$ cat config.mk
export PLATFORM = sky130hd
export DESIGN_NAME = ete_cell
export DESIGN_NICKNAME = d
export VERILOG_FILES = /design/src/design/ete_pkg.sv /design/src/design/ete_cell.sv
export SDC_FILE = /design/constraint.sdc
export NUM_CORES = 1
export LEC_CHECK = 0
export BUFFER_PORTS_ARGS = -buffer_cell sky130_fd_sc_hd__buf_2
export CAP_MARGIN = 20
export CORE_MARGIN = 2
export CORE_UTILIZATION = 42
export DETAILED_ROUTE_END_ITERATION = 10
export PLACE_DENSITY_LB_ADDON = 0.12
export SLEW_MARGIN = 20
export SYNTH_ARGS = -nofsm -noshare
export SYNTH_HDL_FRONTEND = slang
export SYNTH_SLANG_ARGS = --single-unit
$ cat constraint.sdc
create_clock -name clk -period 1.7 [get_ports clk]
set_input_delay 0.085 -clock clk [delete_from_list [all_inputs] [get_ports clk]]
set_output_delay 0.085 -clock clk [all_outputs]
set_load 0.01 [all_outputs]
$ cat src/design/ete_pkg.sv
package ete_pkg;

  localparam int MAX_EDGES    = 64;
  localparam int MAX_VERTICES = 256;
  localparam int IDX_W        = $clog2(MAX_EDGES);
  localparam int CNT_W        = $clog2(MAX_EDGES + 1);
  localparam int VTX_W        = 8;
  localparam int VCNT_W       = 9;
  localparam int WGT_W        = 16;
  localparam int CLR_W        = 8;

  typedef enum logic [1:0] {
    OP_ADD    = 2'd0,
    OP_REMOVE = 2'd1,
    OP_QUERY  = 2'd2,
    OP_NOP    = 2'd3
  } op_t;

  typedef enum logic [1:0] {
    STAT_OK      = 2'd0,
    STAT_RANGE   = 2'd1,
    STAT_FULL    = 2'd2,
    STAT_NOMATCH = 2'd3
  } status_t;

  typedef enum logic {
    S_IDLE,
    S_RESOLVE
  } state_t;

  typedef struct packed {
    logic [VTX_W-1:0] src;
    logic [VTX_W-1:0] dst;
    logic [WGT_W-1:0] weight;
    logic [CLR_W-1:0] color;
  } edge_t;

  typedef struct packed {
    logic capture;
    logic write;
    logic shift;
  } cell_ctl_t;

endpackage

$ cat src/design/ete_cell.sv
module ete_cell (
  input  logic                    clk,
  input  ete_pkg::cell_ctl_t      ctl,
  input  logic                    live,
  input  logic [ete_pkg::VTX_W-1:0] key_src,
  input  logic [ete_pkg::VTX_W-1:0] key_dst,
  input  ete_pkg::edge_t          wr_entry,
  input  ete_pkg::edge_t          nb_entry,
  output ete_pkg::edge_t          entry,
  output logic                    hit_fwd,
  output logic                    hit_rev
);
  import ete_pkg::*;

  // write wins over shift; both never come together
  always_ff @(posedge clk) begin
    if (ctl.write) begin
      entry <= wr_entry;
    end else if (ctl.shift) begin
      entry <= nb_entry;
    end
  end

  always_ff @(posedge clk) begin
    if (ctl.capture) begin
      hit_fwd <= live && (entry.src == key_src) && (entry.dst == key_dst);
      hit_rev <= live && (entry.src == key_dst) && (entry.dst == key_src);
    end
  end

endmodule

# After elaboration in Yosys (flattened, before gate mapping)
# Index checks and enable logic that the tools add are counted.
[op_classes] mux=2 n_eq_ne=4 n_reduce_logical=5
[ops] cell="40-bit 2-to-1 mux" n=2
[ops] cell="8-bit == test" n=4
[ops] cell="1-bit logical AND" n=4
[ops] cell="2-bit nonzero test" n=1
[totals] output_inout_bits=42 input_bits=101 reg_bits=42 elab_cells=17

# Depth between registers and ports, before layout
# Gate-level depths: netlist of the first run.
[logic_depth] word_depth=3 mapped_depth=4 mapped_depth_nobuf=4

# Worst setup path before layout of the first run
# No wires, ideal clock.
[synth_path] kind="input-to-reg" start="input ctl[1] (netlist bit)" end="register entry[0] (netlist bit), enable pin" n_path_buf=2 setup_time_ns=0.380 t_arrival_ns=1.034 t_required_ns=1.320 slack_ns=0.287 cell_stages=3 path_cell_list="clkbuf_1 > buf_2 > or2_2"
[synth_between] elab_chain_cells=1
[synth_lines] item="start: declaration" line="ete_cell.sv:3" text="input ete_pkg::cell_ctl_t ctl,"
[synth_lines] item="2-bit nonzero test (no source line)"
[synth_lines] item="end signal: assignment" line="ete_cell.sv:18" text="entry <= wr_entry;"
[synth_lines] item="end signal: assignment" line="ete_cell.sv:20" text="entry <= nb_entry;"
[synth_lines] item="end: declaration" line="ete_cell.sv:9" text="output ete_pkg::edge_t entry,"
# Every way passes these cells.
# A chain may end at the register's enable or synchronous reset.

# Worst setup path in the final report of the first run
[layout_path] start="register entry[34] (netlist bit)" end="register hit_fwd, data pin"
[layout_between] elab_chain_cells=3
[layout_lines] item="8-bit == test" line="ete_cell.sv:26" text="hit_fwd <= live && (entry.src == key_src) && (entry.dst == key_dst);"
[layout_lines] item="1-bit logical AND (2 in a row)" line="ete_cell.sv:26"
[layout_lines] item="end signal: assignment" line="ete_cell.sv:26"
[layout_lines] item="end: declaration" line="ete_cell.sv:10" text="output logic hit_fwd,"
# Every way passes these cells.

==> results of run 1 <==
metal layers:
metal | GRT usage, % | vias to the layer above | part of all wire (%)
met5 | 0 | - | 0
met2 | 30.09 | 81 | 52
li1 | - | 789 | -
met1 | 21.60 | 713 | 38
met4 | 7.738 | 0 | 1.6
met3 | 5.756 | 8 | 8.6
power by group through the flow:
stage	Sequential [W]	Clock (W)	Combinational, W
after CTS	0.00133	0.000788	0.000549
after global routing	0.00134	0.000821	0.000591
final	0.00133	0.000767	0.000539
after global placement	0.00135	0	0.000544
after detailed placement	0.00135	0	0.000547
after floorplan	0.00141	0	0.000212
critical path, delay by kind of cell, from the launching register on:
family,cells,cell delay (ns)
and+or+nand+nor,3,0.62
DFF,1,0.44
xor gates and xnor gates,1,0.19
cells by family (layout without fill, tap and decap cells):
family	after synthesis	after routing	share of synthesized area (%)
xor gates and xnor gates	32	32	13.32
and+or+nand+nor	13	13	4.221
DFF	42	42	59.93
muxes	40	40	21.40
buffers and inverters	5	154	1.129
how the worst max path moves through the flow:
stage,startpoint,endpoint,slack (ns),cells after the start
finish,entry[34]$_DFFE_PP_,hit_fwd$_DFFE_PP_,0.28,4
global route,entry[34]$_DFFE_PP_,hit_fwd$_DFFE_PP_,0.14,4
CTS,entry[34]$_DFFE_PP_,hit_fwd$_DFFE_PP_,0.28,4
detailed placement,entry[34]$_DFFE_PP_,hit_fwd$_DFFE_PP_,0.30,4
global placement,entry[34]$_DFFE_PP_,hit_fwd$_DFFE_PP_,0.34,4
floorplan,ctl[1],entry[0]$_DFFE_PP_,0.29,3
Yosys cell counts (all sizes together):
library cell / count
nor4: 4
xnor2: 24
clkbuf: 1
nand4: 6
buf: 4
edfxtp: 42
xor2: 8
or2: 1
mux2: 40
nand2: 2
cell type report:
type	count	area, µm²	share of cell area (%)
clock inverter	1	30.03	0.9930
timing repair buffer	146	753.2	24.91
clock buffer	7	76.32	2.524
sequential	42	1261	41.70
tap	67	83.83	2.772
multi-input combinational	85	819.5	27.10
state kept, by name, indices dropped and copies added (netlist names):
name	count
entry	40
hit_fwd	1
hit_rev	1
metrics by stage:
step	utilization, %	worst slack [ns]
2_1_floorplan	-	0.2867
3_3_place_gp	60.97	0.3434
3_5_place_dp	60.97	0.3011
4_1_cts	63.19	0.2815
5_1_grt	63.19	0.1430
6_report	63.19	0.2850
==> out/qor.txt, run 1 <==
Outcome - completed
TNS Setup - 0 ns
H-tree level count - 2
Total routing usage reported by global routing - 18.05%
CP cell instances - xor2_1, nor4_1, nand4_1, nor4_2
Post-detailed-routing wire length - 4902 µm
Distinct cell type count of the synthesized netlist - 11
Die ar. - 5593 µm²
Crit path arrival time - 1.53 ns
ANT nets after route - 0
N_diodes - 0
Worst-Skew Late Latency - 0.28 ns
RSZ-0062 raised after global routing - false
Share of post-route cells with drive strength above 1 - 69.40%
Number of DRC violations after detailed-routing iteration 0 - 25
Largest buffer count on any clock path - 2
CP max-delay cell - sky130_fd_sc_hd__edfxtp_1
Leakage Power - 1.316 nW
Critical path peak fanout - 3
Power Total - 0.002634 W
Nets in the synthesized netlist - 233
Cts bufs inserted - 5
Worst-Margin Slew - 0.3100 ns
Reported max-cap violation count - 0
Global route overflow - 0
Number of filler instances in the final layout - 411
Placeable core region - 4786 µm²
Number of warnings reported in the yosys synthesis log - 0
Switching part of the total - 23.85%
Worst Path Class, Setup - flip-flop to flip-flop
Req. time, crit path - 1.82 ns
Upper clock frequency limit - 706.7 MHz
Chip width - 74.79 µm
Count of instances resized after the clock tree is built - 0
FF-to-FF path depth - 4
Number of iterations in the first detailed-routing pass - 4
Endpoint type of the worst setup path - flip-flop
Avg Cell Area, Syn - 15.94 µm²
Largest area contributor in the netlist - sky130_fd_sc_hd__edfxtp_1
Vias per cell - 4.572
Cell-internal power - 0.002006 W
Initial cell density of the core - 43.97%
Via count of the routed design - 1,591
Nets - 381
Largest voltage drop on the vdd net - 0.4879 mV
Total power density per cell area - 871.1 nW/µm²
Hold Crit Endpoint - hit_rev$_DFFE_PP_
CTS tree - built
CTS clk-pin slew, worst paths - 0.08 ns
I/O Buffers - 142
Wirelength per Cell - 14.09 µm
Post-synthesis to final-layout area growth - 43.70%
Height of the chip - 74.79 µm
Remaining routing DRC violations - 0
Net switching component of the power - 0.0006282 W
Worst Clk Skew - 0.002682 ns
Tightest Hold Check Type - input pin to flip-flop
FP Rows - 25
Sequential share of power - 50.4%
Final hold slack - 0.02155 ns
Post-CTS Hold Buffers - 0
Root buffer cell - sky130_fd_sc_hd__clkbuf_8
Maximum cell stage delay along the critical path - 0.44 ns
Post-synthesis sequential element count - 42
Vias in the first global route - 1,653
Final setup violation count - 0
Instance area at placement - 2918 µm²
Endpoint of the worst-slack reg-to-reg timing path - hit_fwd$_DFFE_PP_
Area of the mapped netlist - 2105 µm²
Worst setup slack for register-to-register paths - 0.28 ns
First-pass GRT wire length - 7472 µm
Final hold violation count - 0
Final period utilization - 83.24%
Headroom to the max-slew limit - 79.33%
Worst hold path cell count - 1
Count of mapped cells out of synthesis - 132
Post-CTS Setup Repair Bufs - 0
Pin count of the biggest net entering global routing - 25
Placed Instances - 340
Initial antenna violation count - 0
Final critical path time including I/O delays and setup - 1.415 ns
Final non-filler cell area - 3024 µm²
Number of pins with negative max-slew slack in the final report - 0
Final instance count without filler cells - 348
Seq/Total Area, Yosys - 59.93%
Worst Min Path Start - ctl[2]
Fraction of synthesized cell area taken by the top area cell type - 59.93%
Clk network pwr share - 29.1%
Top-level port count - 143
Total half-perimeter wirelength after legalization and detailed placement - 3936 µm
Top cells by area, synth - sky130_fd_sc_hd__edfxtp_1 60%, sky130_fd_sc_hd__mux2_2 21%, sky130_fd_sc_hd__xnor2_1 10%
Kind of start point of the critical path - flip-flop
Part of the power in combinational logic - 20.5%
Number of sinks handled by clock tree synthesis - 42
Most frequent standard cell in the layout excluding fill and tap cells - sky130_fd_sc_hd__buf_2
Routability cong. - 0.8356
Startpoint of the worst register-to-register path - entry[34]$_DFFE_PP_
Commonest cells after routing, fill and taps aside - 142 x sky130_fd_sc_hd__buf_2, 42 x sky130_fd_sc_hd__edfxtp_1, 40 x sky130_fd_sc_hd__mux2_2
Note: power is estimated with default switching activity, not from simulation.
==> inputs of run 2 (changes only) <==
- ABC_AREA: unset -> 1
- CORE_UTILIZATION: 42 -> 39
- clock period: 1.7 -> 1.2 ns (I/O delays scaled with it)
==> out/qor.txt, run 2 <==
Outcome - completed
Worst Clk Skew - 0.01350 ns (+0.01082 ns)
Crit path arrival time - 1.35 ns (-0.18 ns)
Cts bufs inserted - 5 (unchanged)
ANT nets after route - 0 (unchanged)
Die ar. - 6453 µm² (+15%)
Count of mapped cells out of synthesis - 292 (+120%)
H-tree level count - 2 (unchanged)
Routability cong. - 0.8819 (+5.5%)
Top flop regs - entry (40), hit_fwd (1), hit_rev (1)
Post-synthesis to final-layout area growth - 40.36%
Total power density per cell area - 1129 nW/µm² (+30%)
Chip width - 80.33 µm (+7.4%)
Vias in the first global route - 2,090 (+26%)
Number of pins with negative max-slew slack in the final report - 0 (unchanged)
Height of the chip - 80.33 µm (+7.4%)
Worst Path Class, Setup - flip-flop to flip-flop
Share of post-route cells with drive strength above 1 - 36.51% (-33 points)
Launching instance or port of the critical path - entry[38]$_DFFE_PP_
Count of instances resized after the clock tree is built - 0 (unchanged)
Nets in the synthesized netlist - 393 (+69%)
Fraction of synthesized cell area taken by the top area cell type - 55.51% (-4.4 points)
Upper clock frequency limit - 834.8 MHz (+18%)
Total half-perimeter wirelength after legalization and detailed placement - 4807 µm (+22%)
Global route overflow - 0 (unchanged)
Initial cell density of the core - 40.76% (-3.2 points)
Final critical path time including I/O delays and setup - 1.198 ns (-0.2171 ns)
Number of enable-type register cells in the synthesized netlist - 42 (unchanged)
Area of the mapped netlist - 2272 µm² (+8.0%)
Reported max-cap violation count - 0 (unchanged)
RSZ-0062 raised after global routing - true
Final hold violation count - 0 (unchanged)
Seq/Total Area, Yosys - 55.51% (-4.4 points)
Endpoint type of the worst setup path - flip-flop
Root buffer cell - sky130_fd_sc_hd__clkbuf_8
Kind of start point of the critical path - flip-flop
Vias per cell - 4.452 (-2.6%)
Headroom to the max-slew limit - 74.79% (-4.5 points)
FP Rows - 27 (+8.0%)
Largest area contributor in the netlist - sky130_fd_sc_hd__edfxtp_1
Most used DFF post-synth - sky130_fd_sc_hd__edfxtp_1
Placeable core region - 5574 µm² (+16%)
Area occupied by multi-input gates - 869.6 µm² (+6.1%)
Area taken by flip-flops and latches - 1261 µm² (unchanged)
Avg Cell Area, Syn - 7.781 µm² (-51%)
Number of DRC violations after detailed-routing iteration 0 - 93 (+270%)
Pin count of the biggest net entering global routing - 41 (+64%)
Destination of the critical timing path - hit_fwd$_DFFE_PP_
Number of sinks handled by clock tree synthesis - 42 (unchanged)
Number of warnings reported in the yosys synthesis log - 0 (unchanged)
I/O Buffers - 142 (unchanged)
Worst-Margin Slew - 0.3782 ns (+0.06821 ns)
Most frequent standard cell in the layout excluding fill and tap cells - sky130_fd_sc_hd__nand2_1
Endpoint of the worst-slack reg-to-reg timing path - hit_fwd$_DFFE_PP_
Most common cell in the netlist - sky130_fd_sc_hd__nand2_1
Post-synthesis sequential element count - 42 (unchanged)
Final non-filler cell area - 3189 µm² (+5.5%)
FF-to-FF path depth - 4 (unchanged)
Initial antenna violation count - 0 (unchanged)
Remaining routing DRC violations - 0 (unchanged)
CTS tree - built
CTS clk-pin slew, worst paths - 0.08 ns (about the same)
Req. time, crit path - 1.35 ns (-0.47 ns)
Top-level port count - 143 (unchanged)
Share of async-settable or async-resettable flops after synthesis - 0% (unchanged)
Number of filler instances in the final layout - 572 (+39%)
Worst-Skew Late Latency - 0.29 ns (about the same)
Top cells by area, synth - sky130_fd_sc_hd__edfxtp_1 56%, sky130_fd_sc_hd__nand2_1 29%, sky130_fd_sc_hd__inv_1 4.0%
Critical path peak fanout - 3 (unchanged)
Worst setup slack for register-to-register paths - 0.002 ns (-0.28 ns)
TNS Setup - 0 ns (unchanged)
Nets - 541 (+42%)
Wirelength per Cell - 11.79 µm (-16%)
Total routing usage reported by global routing - 19.03% (+0.98 points)
Via count of the routed design - 2,284 (+44%)
Most numerous cell types in the synthesized netlist - 173 x sky130_fd_sc_hd__nand2_1, 42 x sky130_fd_sc_hd__edfxtp_1, 24 x sky130_fd_sc_hd__inv_1
Instance area at placement - 3079 µm² (+5.5%)
Most flops, register - entry
Final setup violation count - 0 (unchanged)
Commonest cells after routing, fill and taps aside - 173 x sky130_fd_sc_hd__nand2_1, 142 x sky130_fd_sc_hd__buf_2, 42 x sky130_fd_sc_hd__edfxtp_1
Post-detailed-routing wire length - 6047 µm (+23%)
Leakage Power - 1.779 nW (+35%)
First-pass GRT wire length - 9294 µm (+24%)
Number of iterations in the first detailed-routing pass - 4 (unchanged)
Largest voltage drop on the vdd net - 0.6374 mV (+31%)
Number of flip-flops under the largest register name - 40 (unchanged)
Final period utilization - 99.82% (+17 points)
Startpoint of the worst register-to-register path - entry[38]$_DFFE_PP_
Tightest Hold Check Type - input pin to flip-flop
N_diodes - 0 (unchanged)
Largest buffer count on any clock path - 2 (unchanged)
Distinct cell type count of the synthesized netlist - 16 (+5)
-- run 2: cell families (layout without fill, tap and decap cells) --
family	after synthesis	after routing	synth area share, %
xor gates and xnor gates	5	5	1.927
DFF	42	42	55.51
buffers and inverters	35	184	6.223
and+or+nand+nor	196	196	32.93
AOI/OAI and AO/OA	14	14	3.414
-- run 2: worst min-delay path by stage --
stage               cells after the start         start                   to  slack (ns)
detailed placement                      1        ctl[2]    hit_fwd$_DFFE_PP_        0.29
CTS                                     3  nb_entry[12]  entry[12]$_DFFE_PP_       0.009
finish                                  3  nb_entry[12]  entry[12]$_DFFE_PP_        0.02
global placement                        1        ctl[2]    hit_fwd$_DFFE_PP_        0.29
floorplan                               0        ctl[2]    hit_fwd$_DFFE_PP_        0.17
global route                            3   wr_entry[6]   entry[6]$_DFFE_PP_        0.02
-- run 2: critical path, stage by stage, from the launching register on --
cell,delay (ns)
sky130_fd_sc_hd__edfxtp_1,0.45
sky130_fd_sc_hd__xor2_1,0.20
sky130_fd_sc_hd__nor3_1,0.24
sky130_fd_sc_hd__nand2_1,0.10
sky130_fd_sc_hd__nor2_2,0.08
-- run 2: repair_timing --
| action | in CTS | in global routing |
|---|---|---|
| endpoints found under the setup margin | 1 | 2 |
| endpoints found under the hold margin | 2 | 0 |
| setup buffers | 1 | 1 |
| hold buffers | 1 | 0 |
| pin swaps | 0 | 5 |
-- run 2: layout make-up --
type / instances / share of cell area, %
well taps: 72 / 2.825
clock buffers: 5 / 2.158
inverters: 26 / 3.060
multi-input cells: 215 / 27.27
flip-flops and latches: 42 / 39.54
repair buffers: 150 / 24.64
clock inverters: 3 / 0.5100
-- run 2: power by group --
part | switching (W) | internal [W] | leakage (nW)
registers | 0.0000813 | 0.00180 | 0.433
clock network | 0.000496 | 0.000399 | 0.0416
logic | 0.000459 | 0.000370 | 1.30
-- run 2: per-layer routing --
metal  vias to the layer above  GRT usage (%)  part of all wire, %
li1                       1203              -                    -
met1                       966          24.17                   40
met2                       109          31.00                   47
met3                         6          5.843                   11
met4                         0          6.102                  1.3
met5                         -              0                    0
-- run 2: stage by stage --
stage | utilization, % | std cells | hold slack [ns] | total power (W) | setup WS, ns
after floorplan | - | 292 | 0.1725 | 0.002309 | 0.03440
after global placement | 55.24 | 502 | 0.2893 | 0.002729 | 0.01009
after detailed placement | 55.24 | 502 | 0.2909 | 0.002734 | 0.01347
after CTS | 57.08 | 512 | 0.009156 | 0.003641 | 0.005861
after global routing | 57.22 | 513 | 0.01983 | 0.003805 | -0.05790
final | 57.22 | 513 | 0.02284 | 0.003602 | 0.002124
==> inputs of run 3 (changes only) <==
- GPL_TIMING_DRIVEN: unset -> 0
==> out/qor.txt, run 3 (same netlist as run 2, synthesis figures left out) <==
Remaining routing DRC violations - 0 (unchanged)
Vias per cell - 4.331 (-2.7%)
Total power density per cell area - 1115 nW/µm² (-1.2%)
Upper clock frequency limit - 812.4 MHz (-2.7%)
Number of pins with negative max-slew slack in the final report - 0 (unchanged)
Final non-filler cell area - 3208 µm² (+0.59%)
Root buffer cell - sky130_fd_sc_hd__clkbuf_8
FP Rows - 27 (unchanged)
Routability cong. - 0.9218 (+4.5%)
First-pass GRT wire length - 8907 µm (-4.2%)
Final instance count without filler cells - 519 (+1.2%)
Critical path peak fanout - 4 (+1)
Number of flip-flops under the largest register name - 40 (unchanged)
Headroom to the max-slew limit - 39.49% (-35 points)
Cell occurring most often along the worst timing path - sky130_fd_sc_hd__nand2_1
Worst Min Path Start - nb_entry[18]
Worst setup slack for register-to-register paths - -0.03 ns (-0.03 ns)
Worst Path Class, Setup - flip-flop to flip-flop
Die ar. - 6453 µm² (unchanged)
Vias in the first global route - 1,993 (-4.6%)
Final period utilization - 102.6% (+2.8 points)
Cts bufs inserted - 5 (unchanged)
Largest voltage drop on the vdd net - 0.5610 mV (-12%)
Share of post-route cells with drive strength above 1 - 38.03% (+1.5 points)
Final setup violation count - 1 (+1)
Reported max-cap violation count - 0 (unchanged)
Instance area at placement - 3068 µm² (-0.37%)
I/O Buffers - 141 (-0.70%)
CTS tree - built
Most frequent standard cell in the layout excluding fill and tap cells - sky130_fd_sc_hd__nand2_1
Chip width - 80.33 µm (unchanged)
Initial antenna violation count - 0 (unchanged)
Kind of start point of the critical path - flip-flop
CP max-delay cell - sky130_fd_sc_hd__edfxtp_1
CTS clk-pin slew, worst paths - 0.08 ns (about the same)
TNS Setup - -0.03096 ns (-0.03096 ns)
Met3 Track Usage GR - 5.618% (-0.22 points)
Wirelength per Cell - 11.25 µm (-4.6%)
CP cell instances - nand2_1, nand2_1, nor2_1, nand2_1, nor2_2, nand2_1, nor2_2
Final critical path time including I/O delays and setup - 1.231 ns (+0.03308 ns)
Worst Clk Skew - 0.009249 ns (-0.004252 ns)
Final hold violation count - 0 (unchanged)
Outcome - finished, violations left
Via count of the routed design - 2,248 (-1.6%)
ANT nets after route - 0 (unchanged)
Largest buffer count on any clock path - 2 (unchanged)
N_diodes - 0 (unchanged)
Total routing usage reported by global routing - 18.01% (-1.0 points)
Top-level port count - 143 (unchanged)
Number of sinks handled by clock tree synthesis - 42 (unchanged)
Number of iterations in the first detailed-routing pass - 5 (+1)
Placed Instances - 505 (+0.60%)
Post-detailed-routing wire length - 5837 µm (-3.5%)
Power Total - 0.003578 W (-0.64%)
Startpoint of the worst register-to-register path - entry[33]$_DFFE_PP_
Crit path arrival time - 1.39 ns (+0.04 ns)
Worst-Skew Late Latency - 0.29 ns (about the same)
RSZ-0062 raised after global routing - true
Global route overflow - 0 (unchanged)
H-tree level count - 2 (unchanged)
Worst-Margin Slew - 0.9077 ns (+0.5295 ns)
Minimum setup slack in the final design - -0.03096 ns (-0.03308 ns)
Leakage Power - 1.792 nW (+0.75%)
Pin count of the biggest net entering global routing - 41 (unchanged)
Maximum cell stage delay along the critical path - 0.48 ns (+0.03 ns)
Post-synthesis to final-layout area growth - 41.19%
Met1 track demand over resource - 21.86% (-2.3 points)
Top flop regs - entry (40), hit_fwd (1), hit_rev (1)
GRT Max-Usage Layer - met2
Nets - 547 (+1.1%)
Launching instance or port of the critical path - entry[33]$_DFFE_PP_
Height of the chip - 80.33 µm (unchanged)
Commonest cells after routing, fill and taps aside - 172 x sky130_fd_sc_hd__nand2_1, 149 x sky130_fd_sc_hd__buf_2, 42 x sky130_fd_sc_hd__edfxtp_1
Total half-perimeter wirelength after legalization and detailed placement - 4662 µm (-3.0%)
Violations in the final reports - setup timing
Initial cell density of the core - 40.76% (unchanged)
Endpoint type of the worst setup path - flip-flop
Number of DRC violations after detailed-routing iteration 0 - 91 (-2.2%)
Placeable core region - 5574 µm² (unchanged)
Most flops, register - entry
Req. time, crit path - 1.35 ns (about the same)
Met2 usage in global routing - 31.00% (unchanged)
Final hold slack - 0.03071 ns (+0.007870 ns)
Tightest Hold Check Type - input pin to flip-flop
-- run 3: cell type report --
| cell class | count | area [µm²] |
|---|---|---|
| fill | 548 | 2366 |
| sequential | 42 | 1261 |
| multi-input combinational | 215 | 877.1 |
| timing repair buffer | 147 | 753.2 |
| inverter | 26 | 97.59 |
| tap | 72 | 90.09 |
| clock buffer | 5 | 68.82 |
| buffer | 9 | 43.79 |
| clock inverter | 3 | 16.27 |
-- run 3: critical path: cells and delay by family, from the launching register on --
| kind | cells | cell delay [ns] |
|---|---|---|
| and+or+nand+nor | 7 | 0.62 |
| DFF | 1 | 0.48 |
-- run 3: final timing paths --
kind                    endpoint  cells after the start
max            hit_rev$_DFFE_PP_                      7
min          entry[18]$_DFFE_PP_                      3
max reg2reg    hit_rev$_DFFE_PP_                      7
min reg2reg    hit_fwd$_DFFE_PP_                      4
-- run 3: stage by stage --
step	setup slack (ns)	utilization, %
floorplan	0.03440	-
global placement	-0.2334	55.04
detailed placement	-0.2429	55.04
CTS	0.009149	56.92
global route	-0.06279	57.55
finish	-0.03096	57.55
-- run 3: timing repair --
action / in CTS / in global routing
resized for setup: 1 / 3
pin swaps: 3 / 5
endpoints found under the setup margin: 1 / 2
hold buffers: 1 / 0
endpoints found under the hold margin: 2 / 0
cloned: 0 / 0
buffers inserted: 1 / 4
-- run 3: where the power goes --
part | switching, W | internal (W) | total (W)
Clock | 0.000471 | 0.000398 | 0.000870
Sequential | 0.0000853 | 0.00180 | 0.00188
Combinational | 0.000449 | 0.000377 | 0.000826
Total | 0.00101 | 0.00257 | 0.00358
-- run 3: routing by layer --
metal / routed length (µm) / part of all wire, %
met4: 46 / 0.79
met1: 2422 / 41
met5: 0 / 0
met3: 586 / 10
met2: 2780 / 48
